[config.mk]
export PLATFORM = sky130hd
export DESIGN_NAME = virtqueue_request_engine_core
export DESIGN_NICKNAME = d
export VERILOG_FILES = /design/src/sv/vqre_pkg.sv /design/src/sv/vqre_link_mem.sv /design/src/sv/vqre_chain_mem.sv /design/src/sv/virtqueue_request_engine_core.sv
export SDC_FILE = /design/constraint.sdc
export NUM_CORES = 1
export LEC_CHECK = 0
export BUFFER_PORTS_ARGS = -buffer_cell sky130_fd_sc_hd__buf_4
export CORE_MARGIN = 3
export CORE_UTILIZATION = 52
export CTS_BUF_LIST = sky130_fd_sc_hd__clkbuf_4 sky130_fd_sc_hd__clkbuf_8 sky130_fd_sc_hd__clkbuf_16
export CTS_CLUSTER_SIZE = 12
export DETAILED_ROUTE_END_ITERATION = 10
export GPL_TIMING_DRIVEN = 1
export PLACE_DENSITY = 0.76
export SLEW_MARGIN = 20
export SYNTH_ARGS = -nofsm -noshare
export SYNTH_HDL_FRONTEND = slang
export SYNTH_HIERARCHICAL = 1
export SYNTH_SLANG_ARGS = --single-unit
[constraint.sdc]
create_clock -name clk -period 6.81 [get_ports clk]
set_clock_uncertainty 0.1 [all_clocks]
set_input_delay 0 -clock clk [delete_from_list [all_inputs] [get_ports clk]]
set_output_delay 0 -clock clk [all_outputs]
set_load 0.01 [all_outputs]
[src/sv/vqre_pkg.sv]
// ----------------------------------------------------------------------------
// vqre_pkg: shared types and constants of the virtqueue request engine
// Descriptor ids, field widths, result codes and the memory port words.
// ----------------------------------------------------------------------------
package vqre_pkg;

	localparam int unsigned DESC_COUNT  = 8;
	localparam int unsigned ID_W        = $clog2(DESC_COUNT);
	localparam int unsigned LINK_W      = $clog2(DESC_COUNT + 1);
	localparam int unsigned BLOCK_BYTES = 1024;

	localparam int unsigned ADDR_W   = 64;
	localparam int unsigned BLK_W    = 32;
	localparam int unsigned LEN_W    = 11;
	localparam int unsigned SECTOR_W = 33;
	localparam int unsigned KIND_W   = 3;
	localparam int unsigned FLAGS_W  = 2;
	localparam int unsigned RIDX_W   = 16;
	localparam int unsigned CFG_IDX_W = 1;

	localparam int unsigned SECTOR_SHIFT = $clog2(BLOCK_BYTES / 512);
	localparam int unsigned HDR_SHIFT    = 4;

	localparam logic [LEN_W-1:0] HDR_LEN    = LEN_W'(16);
	localparam logic [LEN_W-1:0] DATA_LEN   = LEN_W'(BLOCK_BYTES);
	localparam logic [LEN_W-1:0] STATUS_LEN = LEN_W'(1);

	localparam logic [LINK_W-1:0] CHAIN_LEN = LINK_W'(3);
	localparam logic [LINK_W-1:0] FREE_MAX  = LINK_W'(DESC_COUNT);
	localparam logic [1:0]        WALK_LAST = 2'd2;

	localparam logic [FLAGS_W-1:0] FLAG_NEXT  = 2'b01;
	localparam logic [FLAGS_W-1:0] FLAG_WRITE = 2'b10;

	localparam logic FUNC_SUBMIT   = 1'b0;
	localparam logic FUNC_COMPLETE = 1'b1;

	localparam logic [CFG_IDX_W-1:0] CFG_HEADER_BASE = 1'b0;
	localparam logic [CFG_IDX_W-1:0] CFG_STATUS_BASE = 1'b1;

	localparam logic [KIND_W-1:0] KIND_DESC     = 3'd0;
	localparam logic [KIND_W-1:0] KIND_POST     = 3'd1;
	localparam logic [KIND_W-1:0] KIND_REJECT   = 3'd2;
	localparam logic [KIND_W-1:0] KIND_DONE     = 3'd3;
	localparam logic [KIND_W-1:0] KIND_SPURIOUS = 3'd4;

	typedef struct packed {
		logic              en;
		logic [ID_W-1:0]   addr;
		logic [LINK_W-1:0] data;
	} link_wr_t;

	typedef struct packed {
		logic            has_next;
		logic [ID_W-1:0] next;
	} chain_ent_t;

	typedef struct packed {
		logic            en;
		logic [ID_W-1:0] addr;
		chain_ent_t      ent;
	} chain_wr_t;

	typedef struct packed {
		logic [KIND_W-1:0]   kind;
		logic [ID_W-1:0]     desc_index;
		logic [ADDR_W-1:0]   desc_addr;
		logic [LEN_W-1:0]    desc_length;
		logic [FLAGS_W-1:0]  desc_flags;
		logic [ID_W-1:0]     next_index;
		logic                request_type;
		logic [SECTOR_W-1:0] sector;
		logic [ID_W-1:0]     ring_slot;
		logic                last;
	} result_t;

endpackage

[src/sv/vqre_link_mem.sv]
// ----------------------------------------------------------------------------
// vqre_link_mem: free list link memory
// One write and one registered read per cycle; an entry never written
// since reset reads as its id plus one.
// ----------------------------------------------------------------------------
module vqre_link_mem (
	input  logic                           clk,
	input  logic                           arst_n,
	input  vqre_pkg::link_wr_t             wr,
	input  logic                           rd_en,
	input  logic [vqre_pkg::ID_W-1:0]      rd_addr,
	output logic [vqre_pkg::LINK_W-1:0]    rd_data
);

	logic [vqre_pkg::LINK_W-1:0] mem [vqre_pkg::DESC_COUNT];
	logic [vqre_pkg::DESC_COUNT-1:0] written_q;
	logic [vqre_pkg::LINK_W-1:0] mem_rd_q;
	logic [vqre_pkg::ID_W-1:0]   rd_addr_q;
	logic                        rd_written_q;

	always_ff @(posedge clk or negedge arst_n) begin
		if (!arst_n) begin
			written_q <= '0;
		end else if (wr.en) begin
			written_q[wr.addr] <= 1'b1;
		end
	end

	always_ff @(posedge clk) begin
		if (wr.en) begin
			mem[wr.addr] <= wr.data;
		end
		if (rd_en) begin
			mem_rd_q     <= mem[rd_addr];
			rd_addr_q    <= rd_addr;
			rd_written_q <= written_q[rd_addr];
		end
	end

	assign rd_data = rd_written_q ? mem_rd_q
		: vqre_pkg::LINK_W'(rd_addr_q) + vqre_pkg::LINK_W'(1);

endmodule

[src/sv/vqre_chain_mem.sv]
// ----------------------------------------------------------------------------
// vqre_chain_mem: descriptor chain memory
// Next link and has-next flag per descriptor; one write and one
// registered read per cycle.
// ----------------------------------------------------------------------------
module vqre_chain_mem (
	input  logic                       clk,
	input  vqre_pkg::chain_wr_t        wr,
	input  logic                       rd_en,
	input  logic [vqre_pkg::ID_W-1:0]  rd_addr,
	output vqre_pkg::chain_ent_t       rd_data
);

	vqre_pkg::chain_ent_t mem [vqre_pkg::DESC_COUNT];
	vqre_pkg::chain_ent_t rd_q;

	always_ff @(posedge clk) begin
		if (wr.en) begin
			mem[wr.addr] <= wr.ent;
		end
		if (rd_en) begin
			rd_q <= mem[rd_addr];
		end
	end

	assign rd_data = rd_q;

endmodule

[src/sv/virtqueue_request_engine_core.sv]
// ----------------------------------------------------------------------------
// virtqueue_request_engine_core: driver side of a split virtqueue
// Input words are either a block request submit or a device completion.
// A submit pops three descriptors from the free list and gives four result
// words: header, data and status descriptor writes, then the avail post.
// With fewer than three free descriptors it gives one reject word.
// A completion of a busy head walks the chain through the chain memory,
// pushes each descriptor back on the free list and gives one done word;
// a completion of an idle head gives one spurious word. The last word of
// every input has last set.
// Inputs are taken one at a time. A reject or spurious word is loaded in the
// dispatch step after accept, submit words in the pop and post steps that follow,
// a done word after a chain walk of up to three chain steps.
// The result register lets the next input in while a word waits; a stalled
// receiver holds the engine in any step that loads a word, with all state intact.
// Reset clears the free list to ids 0..7 in order, all busy marks, both
// ring indices and both base registers; it needs no clearing pass.
// Configuration writes take effect at once and are meant for idle times.
// ----------------------------------------------------------------------------
module virtqueue_request_engine_core (
	input  logic                                clk,
	input  logic                                arst_n,
	input  logic                                cfg_wr_en,
	input  logic [vqre_pkg::CFG_IDX_W-1:0]      cfg_index,
	input  logic [vqre_pkg::ADDR_W-1:0]         cfg_data,
	input  logic                                in_valid,
	output logic                                in_ready,
	input  logic                                func,
	input  logic                                is_write,
	input  logic [vqre_pkg::BLK_W-1:0]          block_number,
	input  logic [vqre_pkg::ADDR_W-1:0]         buffer_address,
	input  logic [vqre_pkg::ID_W-1:0]           completed_head,
	output logic                                out_valid,
	input  logic                                out_ready,
	output logic [vqre_pkg::KIND_W-1:0]         kind,
	output logic [vqre_pkg::ID_W-1:0]           desc_index,
	output logic [vqre_pkg::ADDR_W-1:0]         desc_addr,
	output logic [vqre_pkg::LEN_W-1:0]          desc_length,
	output logic [vqre_pkg::FLAGS_W-1:0]        desc_flags,
	output logic [vqre_pkg::ID_W-1:0]           next_index,
	output logic                                request_type,
	output logic [vqre_pkg::SECTOR_W-1:0]       sector,
	output logic [vqre_pkg::ID_W-1:0]           ring_slot,
	output logic                                last
);

	localparam logic [2:0] ST_IDLE     = 3'd0;
	localparam logic [2:0] ST_DISPATCH = 3'd1;
	localparam logic [2:0] ST_POP_B    = 3'd2;
	localparam logic [2:0] ST_POP_C    = 3'd3;
	localparam logic [2:0] ST_POP_T    = 3'd4;
	localparam logic [2:0] ST_POST     = 3'd5;
	localparam logic [2:0] ST_WALK     = 3'd6;
	localparam logic [2:0] ST_DONE     = 3'd7;

	logic [2:0] state_q, state_d;

	logic                                func_q;
	logic                                wr_q;
	logic [vqre_pkg::BLK_W-1:0]          blk_q;
	logic [vqre_pkg::ADDR_W-1:0]         buf_q;
	logic [vqre_pkg::ID_W-1:0]           head_q;

	logic [vqre_pkg::ID_W-1:0]   a_q, a_d, b_q, b_d, c_q, c_d, cur_q, cur_d;
	logic [1:0]                  walk_cnt_q, walk_cnt_d;
	logic [vqre_pkg::LINK_W-1:0] free_top_q, free_top_d;
	logic [vqre_pkg::LINK_W-1:0] free_count_q, free_count_d;
	logic [vqre_pkg::DESC_COUNT-1:0] busy_q, busy_d;
	logic [vqre_pkg::RIDX_W-1:0] avail_q, avail_d, used_q, used_d;
	logic [vqre_pkg::ADDR_W-1:0] header_base_q, status_base_q;

	logic              out_valid_q;
	vqre_pkg::result_t out_q, ld;
	logic              out_load, out_space, in_acc;

	vqre_pkg::link_wr_t          link_wr;
	logic                        link_rd_en;
	logic [vqre_pkg::ID_W-1:0]   link_rd_addr;
	logic [vqre_pkg::LINK_W-1:0] link_rd_data;

	vqre_pkg::chain_wr_t         chain_wr;
	logic                        chain_rd_en;
	logic [vqre_pkg::ID_W-1:0]   chain_rd_addr;
	vqre_pkg::chain_ent_t        chain_rd_data;

	vqre_link_mem u_link_mem (
		.clk     (clk),
		.arst_n  (arst_n),
		.wr      (link_wr),
		.rd_en   (link_rd_en),
		.rd_addr (link_rd_addr),
		.rd_data (link_rd_data)
	);

	vqre_chain_mem u_chain_mem (
		.clk     (clk),
		.wr      (chain_wr),
		.rd_en   (chain_rd_en),
		.rd_addr (chain_rd_addr),
		.rd_data (chain_rd_data)
	);

	assign in_ready  = (state_q == ST_IDLE);
	assign in_acc    = in_valid && in_ready;
	assign out_space = !out_valid_q || out_ready;

	always_comb begin
		state_d       = state_q;
		a_d           = a_q;
		b_d           = b_q;
		c_d           = c_q;
		cur_d         = cur_q;
		walk_cnt_d    = walk_cnt_q;
		free_top_d    = free_top_q;
		free_count_d  = free_count_q;
		busy_d        = busy_q;
		avail_d       = avail_q;
		used_d        = used_q;
		out_load      = 1'b0;
		ld            = '0;
		link_wr       = '0;
		link_rd_en    = 1'b0;
		link_rd_addr  = a_q;
		chain_wr      = '0;
		chain_rd_en   = 1'b0;
		chain_rd_addr = head_q;

		unique case (state_q)
			ST_IDLE: begin
				if (in_acc) begin
					state_d = ST_DISPATCH;
				end
			end
			ST_DISPATCH: begin
				if (func_q == vqre_pkg::FUNC_SUBMIT) begin
					if (free_count_q < vqre_pkg::CHAIN_LEN) begin
						if (out_space) begin
							out_load = 1'b1;
							ld.kind  = vqre_pkg::KIND_REJECT;
							ld.last  = 1'b1;
							state_d  = ST_IDLE;
						end
					end else begin
						link_rd_en   = 1'b1;
						link_rd_addr = free_top_q[vqre_pkg::ID_W-1:0];
						a_d          = free_top_q[vqre_pkg::ID_W-1:0];
						state_d      = ST_POP_B;
					end
				end else if (busy_q[head_q]) begin
					busy_d[head_q] = 1'b0;
					chain_rd_en    = 1'b1;
					chain_rd_addr  = head_q;
					cur_d          = head_q;
					walk_cnt_d     = 2'd0;
					state_d        = ST_WALK;
				end else if (out_space) begin
					out_load      = 1'b1;
					ld.kind       = vqre_pkg::KIND_SPURIOUS;
					ld.desc_index = head_q;
					ld.ring_slot  = used_q[vqre_pkg::ID_W-1:0];
					ld.last       = 1'b1;
					used_d        = used_q + vqre_pkg::RIDX_W'(1);
					state_d       = ST_IDLE;
				end
			end
			ST_POP_B: begin
				if (out_space) begin
					b_d             = link_rd_data[vqre_pkg::ID_W-1:0];
					link_rd_en      = 1'b1;
					link_rd_addr    = link_rd_data[vqre_pkg::ID_W-1:0];
					chain_wr.en     = 1'b1;
					chain_wr.addr   = a_q;
					chain_wr.ent    = '{has_next: 1'b1,
						next: link_rd_data[vqre_pkg::ID_W-1:0]};
					out_load        = 1'b1;
					ld.kind         = vqre_pkg::KIND_DESC;
					ld.desc_index   = a_q;
					ld.desc_addr    = header_base_q
						+ (vqre_pkg::ADDR_W'(a_q) << vqre_pkg::HDR_SHIFT);
					ld.desc_length  = vqre_pkg::HDR_LEN;
					ld.desc_flags   = vqre_pkg::FLAG_NEXT;
					ld.next_index   = link_rd_data[vqre_pkg::ID_W-1:0];
					ld.request_type = wr_q;
					ld.sector       = vqre_pkg::SECTOR_W'(blk_q) << vqre_pkg::SECTOR_SHIFT;
					state_d         = ST_POP_C;
				end
			end
			ST_POP_C: begin
				if (out_space) begin
					c_d            = link_rd_data[vqre_pkg::ID_W-1:0];
					link_rd_en     = 1'b1;
					link_rd_addr   = link_rd_data[vqre_pkg::ID_W-1:0];
					chain_wr.en    = 1'b1;
					chain_wr.addr  = b_q;
					chain_wr.ent   = '{has_next: 1'b1,
						next: link_rd_data[vqre_pkg::ID_W-1:0]};
					out_load       = 1'b1;
					ld.kind        = vqre_pkg::KIND_DESC;
					ld.desc_index  = b_q;
					ld.desc_addr   = buf_q;
					ld.desc_length = vqre_pkg::DATA_LEN;
					ld.desc_flags  = wr_q ? vqre_pkg::FLAG_NEXT
						: (vqre_pkg::FLAG_NEXT | vqre_pkg::FLAG_WRITE);
					ld.next_index  = link_rd_data[vqre_pkg::ID_W-1:0];
					state_d        = ST_POP_T;
				end
			end
			ST_POP_T: begin
				if (out_space) begin
					free_top_d     = link_rd_data;
					free_count_d   = free_count_q - vqre_pkg::CHAIN_LEN;
					busy_d[a_q]    = 1'b1;
					chain_wr.en    = 1'b1;
					chain_wr.addr  = c_q;
					chain_wr.ent   = '0;
					out_load       = 1'b1;
					ld.kind        = vqre_pkg::KIND_DESC;
					ld.desc_index  = c_q;
					ld.desc_addr   = status_base_q + vqre_pkg::ADDR_W'(a_q);
					ld.desc_length = vqre_pkg::STATUS_LEN;
					ld.desc_flags  = vqre_pkg::FLAG_WRITE;
					state_d        = ST_POST;
				end
			end
			ST_POST: begin
				if (out_space) begin
					out_load      = 1'b1;
					ld.kind       = vqre_pkg::KIND_POST;
					ld.desc_index = a_q;
					ld.ring_slot  = avail_q[vqre_pkg::ID_W-1:0];
					ld.last       = 1'b1;
					avail_d       = avail_q + vqre_pkg::RIDX_W'(1);
					state_d       = ST_IDLE;
				end
			end
			ST_WALK: begin
				// push cur back on the free list
				link_wr.en   = 1'b1;
				link_wr.addr = cur_q;
				link_wr.data = free_top_q;
				free_top_d   = vqre_pkg::LINK_W'(cur_q);
				if (free_count_q < vqre_pkg::FREE_MAX) begin
					free_count_d = free_count_q + vqre_pkg::LINK_W'(1);
				end
				if (chain_rd_data.has_next && (walk_cnt_q != vqre_pkg::WALK_LAST)) begin
					cur_d         = chain_rd_data.next;
					walk_cnt_d    = walk_cnt_q + 2'd1;
					chain_rd_en   = 1'b1;
					chain_rd_addr = chain_rd_data.next;
				end else begin
					state_d = ST_DONE;
				end
			end
			ST_DONE: begin
				if (out_space) begin
					out_load      = 1'b1;
					ld.kind       = vqre_pkg::KIND_DONE;
					ld.desc_index = head_q;
					ld.ring_slot  = used_q[vqre_pkg::ID_W-1:0];
					ld.last       = 1'b1;
					used_d        = used_q + vqre_pkg::RIDX_W'(1);
					state_d       = ST_IDLE;
				end
			end
			default: begin
				state_d = ST_IDLE;
			end
		endcase
	end

	always_ff @(posedge clk or negedge arst_n) begin
		if (!arst_n) begin
			state_q       <= ST_IDLE;
			walk_cnt_q    <= '0;
			free_top_q    <= '0;
			free_count_q  <= vqre_pkg::FREE_MAX;
			busy_q        <= '0;
			avail_q       <= '0;
			used_q        <= '0;
			header_base_q <= '0;
			status_base_q <= '0;
			out_valid_q   <= 1'b0;
		end else begin
			state_q      <= state_d;
			walk_cnt_q   <= walk_cnt_d;
			free_top_q   <= free_top_d;
			free_count_q <= free_count_d;
			busy_q       <= busy_d;
			avail_q      <= avail_d;
			used_q       <= used_d;
			if (cfg_wr_en) begin
				if (cfg_index == vqre_pkg::CFG_HEADER_BASE) begin
					header_base_q <= cfg_data;
				end else if (cfg_index == vqre_pkg::CFG_STATUS_BASE) begin
					status_base_q <= cfg_data;
				end
			end
			if (out_load) begin
				out_valid_q <= 1'b1;
			end else if (out_ready) begin
				out_valid_q <= 1'b0;
			end
		end
	end

	always_ff @(posedge clk) begin
		a_q   <= a_d;
		b_q   <= b_d;
		c_q   <= c_d;
		cur_q <= cur_d;
		if (in_acc) begin
			func_q <= func;
			wr_q   <= is_write;
			blk_q  <= block_number;
			buf_q  <= buffer_address;
			head_q <= completed_head;
		end
		if (out_load) begin
			out_q <= ld;
		end
	end

	assign out_valid    = out_valid_q;
	assign kind         = out_q.kind;
	assign desc_index   = out_q.desc_index;
	assign desc_addr    = out_q.desc_addr;
	assign desc_length  = out_q.desc_length;
	assign desc_flags   = out_q.desc_flags;
	assign next_index   = out_q.next_index;
	assign request_type = out_q.request_type;
	assign sector       = out_q.sector;
	assign ring_slot    = out_q.ring_slot;
	assign last         = out_q.last;

	a_free_count_bound: assert property (@(posedge clk) disable iff (!arst_n)
		free_count_q <= vqre_pkg::FREE_MAX)
		else $error("free count above descriptor count");

	a_walk_bound: assert property (@(posedge clk) disable iff (!arst_n)
		(state_q == ST_WALK) |-> (walk_cnt_q <= vqre_pkg::WALK_LAST))
		else $error("chain walk beyond three descriptors");

	a_idle_no_emit: assert property (@(posedge clk) disable iff (!arst_n)
		in_ready |-> !out_load)
		else $error("result word loaded while taking input");

	a_head_busy: assert property (@(posedge clk) disable iff (!arst_n)
		((state_q == ST_POP_T) && out_space) |=> busy_q[$past(a_q)])
		else $error("posted head not marked busy");

	a_used_advance: assert property (@(posedge clk) disable iff (!arst_n)
		(out_load && ((ld.kind == vqre_pkg::KIND_DONE)
			|| (ld.kind == vqre_pkg::KIND_SPURIOUS)))
		|=> (used_q == $past(used_q) + vqre_pkg::RIDX_W'(1)))
		else $error("used index did not advance on completion");

endmodule

## Yosys cells after proc, flatten, opt, wreduce, memory -nomap -nowiden

Memory sizes are Yosys's and may differ from the RTL's. A register that Yosys moved wholly into a read port is not among the register bits.
Cells that the tools add are included.

- $lt $le $gt $ge: 9
- Multiplexer cells: 92
- Bitwise operators: 5
- Equal/unequal tests: 18
- Add/subtract/negate cells: 8
- Reduce and logical (&&, ||, !) cells: 27

Operators by type and width:

| cell | count |
|---|---|
| one-hot mux 77 bit (3 select lines) | 1 |
| 2-to-1 mux 117 bit | 1 |
| 2-to-1 mux 83 bit | 1 |
| 2-to-1 mux 80 bit | 1 |
| adder 64 x 3 -> 64 bit | 1 |
| adder 64 x 7 -> 64 bit | 1 |
| 2-to-1 mux 3 bit | 20 |
| 2-to-1 mux 8 bit | 7 |
| 2-to-1 mux 16 bit | 3 |
| one-hot mux 6 bit (6 select lines) | 1 |
| adder 16 x 1 -> 16 bit, second input constant | 2 |
| 2-to-1 mux 4 bit | 8 |
| one-hot mux 16 bit (2 select lines) | 1 |
| one-hot mux 8 bit (3 select lines) | 1 |
| 2-to-1 mux 1 bit | 21 |
| one-hot mux 3 bit (7 select lines) | 1 |
| != test 2 bit, second input constant | 10 |
| one-hot mux 3 bit (2 select lines) | 3 |
| < comparator 3 x 4 -> 1 bit, second input constant | 4 |
| bitwise OR 8 bit | 2 |
| one-hot mux 4 bit (2 select lines) | 2 |
| one-hot mux 8 bit (2 select lines) | 1 |
| equality test 3 bit, second input constant | 4 |
| 2-to-1 mux 2 bit | 6 |
| other kinds (31) | 56 |

- RAM bits: 64
- Memories: 2
- Register bits after elaboration: 431
- Bits of input ports: 171

Memory list:

| memory | depth | width | read ports | clocked after memory_dff | wr ports | line | RTL |
|---|---|---|---|---|---|---|---|
| u_chain_mem.mem | 8 | 4 | 1 | 1 | 1 | vqre_chain_mem.sv:14 | `vqre_pkg::chain_ent_t mem [vqre_pkg::DESC_COUNT];` |
| u_link_mem.mem | 8 | 4 | 1 | 1 | 1 | vqre_link_mem.sv:15 | `logic [vqre_pkg::LINK_W-1:0] mem [vqre_pkg::DESC_COUNT];` |

## Longest topological paths before layout

- Depth after elaboration: 9
- Mapped depth: 11
- Mapped depth without buffers: 9

## Modules after synthesis

The synthesis kept the hierarchy.

By module, submodules not included:

| module | area each (sq um) | instances | cells an instance | seq. area each (sq um) |
|---|---|---|---|---|
| virtqueue_request_engine_core | 17536.8 | 1 | 1379 | 10751.6 |
| vqre_link_mem | 1950.6 | 1 | 99 | 1401.3 |
| vqre_chain_mem | 1410.1 | 1 | 63 | 1081.0 |

## Worst setup path after synthesis

No wires, ideal clock.

- Kind: register to register
- Start: reg head_q[0] (netlist bit)
- End: reg out_q (netlist bit desc_addr[0]), enable pin
- Stages on the path, launching flop included: 7
- Data arrival time: 6.643 ns
- Setup slack: -0.525 ns
- Library setup time: 0.592 ns
- Path buffers: 0
- Cell sequence: edfxtp_1 mux2_2 mux4_2 or3b_1 nand2_1 nor2_1 nor2_1

- Longest elaborated chain between the ends: 5

RTL lines:

| element | line | RTL |
|---|---|---|
| start, declared | virtqueue_request_engine_core.sv:62 | `logic [vqre_pkg::ID_W-1:0] head_q;` |
| start signal, assigned | virtqueue_request_engine_core.sv:316 | `head_q <= completed_head;` |
| binary-select mux 1 bit (select 3 bit) | virtqueue_request_engine_core.sv:149 | `end else if (busy_q[head_q]) begin` |
| 2-to-1 mux 1 bit (implied by the code) | virtqueue_request_engine_core.sv:149 |  |
| 2-to-1 mux 1 bit | virtqueue_request_engine_core.sv:149 |  |
| 2-to-1 mux 1 bit | virtqueue_request_engine_core.sv:135 | `if (func_q == vqre_pkg::FUNC_SUBMIT) begin` |
| one-hot mux 1 bit (2 select lines) | virtqueue_request_engine_core.sv:128 | `unique case (state_q)` |
| via out_load | virtqueue_request_engine_core.sv:74 | `logic out_load, out_space, in_acc;` |
| end signal, assigned | virtqueue_request_engine_core.sv:319 | `out_q <= ld;` |
| end, declared | virtqueue_request_engine_core.sv:73 | `vqre_pkg::result_t out_q, ld;` |

The timed path passes the listed nets, and every way through them passes these cells. The select of a mux whose other input is x is not followed.
A chain may end at the register's enable or synchronous reset.

## Worst setup path in the final report

- Start: reg state_q[0]
- End: reg, netlist name u_chain_mem/rd_data[2]

- Longest elaborated chain between the ends: 2

RTL lines:

| element | line | RTL |
|---|---|---|
| start, declared | virtqueue_request_engine_core.sv:56 | `logic [2:0] state_q, state_d;` |
| start signal, assigned | virtqueue_request_engine_core.sv:284 | `state_q <= state_d;` |
| equality test 3 bit | virtqueue_request_engine_core.sv:128 |  |
| 2-to-1 mux 3 bit | -- |  |
| via chain_rd_addr (one bit) | virtqueue_request_engine_core.sv:83 | `logic [vqre_pkg::ID_W-1:0] chain_rd_addr;` |

The timed path passes the listed nets, and every way through them passes these cells.

==> results.yml <==
worst_setup_path:
  crit_path_frequent_cell: "mux2_2"
  path_class: "reg2reg"
  cp_max_fo: 32
  startpoint_type: "register"
  cp.required_ps: 7050
  rr_startpoint: "state_q[0]"
  crit_path_end_kind: "register"
  max_stage_delay_ps: 570
  startpoint: "state_q[0]"
  cp_data_arrival_time_ps: 4290
  path_cells: "buf_4 -> inv_2 -> nand3_1 -> clkinv_1 -> nand3b_1 -> mux2_2 -> mux4_1 -> mux2_2"
  critical-path-slowest-cell: "nand3b_1"
placement:
  io_buffers: 287
  placed_cells: 2269
  gp_congestion: 0.9064
  dp_hpwl_microns: 36540
route:
  num_vias: 14920
  initialDrtViolationCount: 1394
  final_antenna_net_count: 0
  via_per_inst: 5.895
  drc: 0
  wl_per_cell_microns: 22.97
  drt_wl_total_microns: 58130
  drtPass1Iterations: 6
finish:
  synthToLayoutAreaGrowth_pct: 28.84
  num-nets-final: 2156
  fillCellCount: 2637
  final_cells: 2531
  drive_above_1_share: 0.2746
  seq_area_sq_um: 12940
  multi_input_comb_area_sq_um: 7111
global_route:
  antenna_found_initial: 2
  grt_pass1_vias: 15430
  grt_pass1_wl_microns: 88720
  grtUsageTotal: 0.2767
  grt_max_degree: 116
  grt_overflow: 0
pwr:
  powerDensity_nw_per_um2: 370.3
  finalPower_mw: 9.784
  p_leak_nw: 10.22
  peakVddDrop_v: 0.0003005
cts:
  cts_made_buffers: 47
  clock_sinks: 458
  clkTransAtPathRegs_ps: 70
  cts-root-buf: "clkbuf_16"
  clk_latency_ps: 590
  htree_levels: 2
  cts_tree: "done"
  max-clock-path-buffers: 3
  post_cts_buffers: 0
sta:
  drv_slew: 0
  finalCritPeriodShare: 0.5953
  setup_tns_ps: 0
  worstMarginPinSlew_ps: 1095
  maxSlewHeadroom: 0.2698
  rsz0062_at_grt: "false"
  fin_crit_ps: 4054
  setup_viol: 0
  max_freq_mhz: 246.7
  finalHoldViolations: 0
synthesis:
  syn_area_sq_um: 20510
  syn_avg_cell_area_sq_um: 13.48
  syn_inst: 1521
  yosys_warnings: 6
floorplan:
  die_y_microns: 204.6
  core-area_sq_um: 38830
  num_io_pins: 297
  dieArea_sq_um: 41850
  rows: 72
  initial_core_util: 0.5281
  die_w_microns: 204.6
run_status:
  status: "finished clean"
worst_hold_path:
  hp-start: "buffer_address[10]"
  hold_path.class: "in2reg"
run:
  maxCapViolCount: 0
-- metal layers --
| layer | vias up | track usage | wire, microns |
|---|---|---|---|
| met5 | - | 0 | 0 |
| met3 | 170 | 0.06245 | 5166 |
| li1 | 6634 | - | - |
| met4 | 0 | 0.1148 | 2408 |
| met1 | 7289 | 0.3581 | 22160 |
| met2 | 828 | 0.4540 | 28400 |
-- through the flow --
stage | setup slack [ps] | cell area (sq um) | utilization | hold slack, ps
2_1_floorplan | 1459 | 20540 | - | -395.6
3_3_place_gp | 2977 | 23130 | 0.5957 | 78.48
3_5_place_dp | 2844 | 23130 | 0.5957 | 79.30
4_1_cts | 2827 | 26410 | 0.6802 | 0.2224
5_1_grt | 2542 | 26420 | 0.6804 | 7.622
6_report | 2756 | 26420 | 0.6804 | 26.26
-- area by class of cell --
class	count	area share
diodes	3	0.0002842
multi-input cells	950	0.2691
well taps	518	0.02453
clock buffers	77	0.05375
clock inverters	10	0.005257
flip-flops and latches	458	0.4897
repair buffers	473	0.1513
inverters	42	0.005967
-- registers in the layout (all words and copies together) (netlist names), 4 cells and up --
signal / count
header_base_q: 64
u_link_mem/written_q: 8
u_chain_mem/mem: 32
u_chain_mem/rd_data: 4
busy_q: 8
blk_q: 32
sector: 32
status_base_q: 64
buf_q: 64
free_count_q: 4
desc_addr: 64
u_link_mem/mem: 24
-- path summary, 6_finish.rpt --
kind / end / slack (ps) / cells past startpoint
min in group asynchronous: header_base_q[20] / 40 / 2
max in group asynchronous: header_base_q[63] / 5180 / 3
hold reg to reg: u_link_mem/written_q[3] / 360 / 1
setup reg to reg: u_chain_mem/rd_data[2] / 2760 / 8
setup / recovery: u_chain_mem/rd_data[2] / 2760 / 8
hold / removal: buf_q[10] / 30 / 2
-- placed cells by master (no fill, tap or decap), types with 11 or more instances in the layout --
cell,n
xnor2_1,70
xor2_1,35
a21oi_1,22
mux2_2,135
nor4_1,20
o31ai_1,15
dfrtp_1,162
ha_1,11
nand4_1,34
a221o_1,12
mux4_1,16
and2_1,46
nand3_1,47
dlygate4sd3_1,172
nor3_1,43
nor2_1,52
clkbuf_16,47
o22ai_1,13
o221ai_1,11
a22oi_1,19
edfxtp_1,295
and3_1,18
clkbuf_4,27
o21ai_0,67
nand2_1,118
inv_1,38
buf_4,299
-- power by group --
part | leakage (nW) | internal [mW] | switching (mW)
sequential | 4.74 | 3.94 | 0.500
combinational | 4.69 | 1.19 | 1.55
clock | 0.792 | 1.51 | 1.08
-- what timing repair did --
action | 4_1_cts | 5_1_grt
setup endpoints to repair | 0 | 0
gates resized for setup | 0 | 0
hold buffers | 172 | 0
hold endpoints to repair | 343 | 0
-- worst max-delay path: cells and delay by family (launching register included) --
family | cells | cell delay [ps]
buffers and inverters | 3 | 1240
muxes | 3 | 1260
DFF | 1 | 320
and+or+nand+nor | 2 | 850
Note: power is estimated with default switching activity, not from simulation.
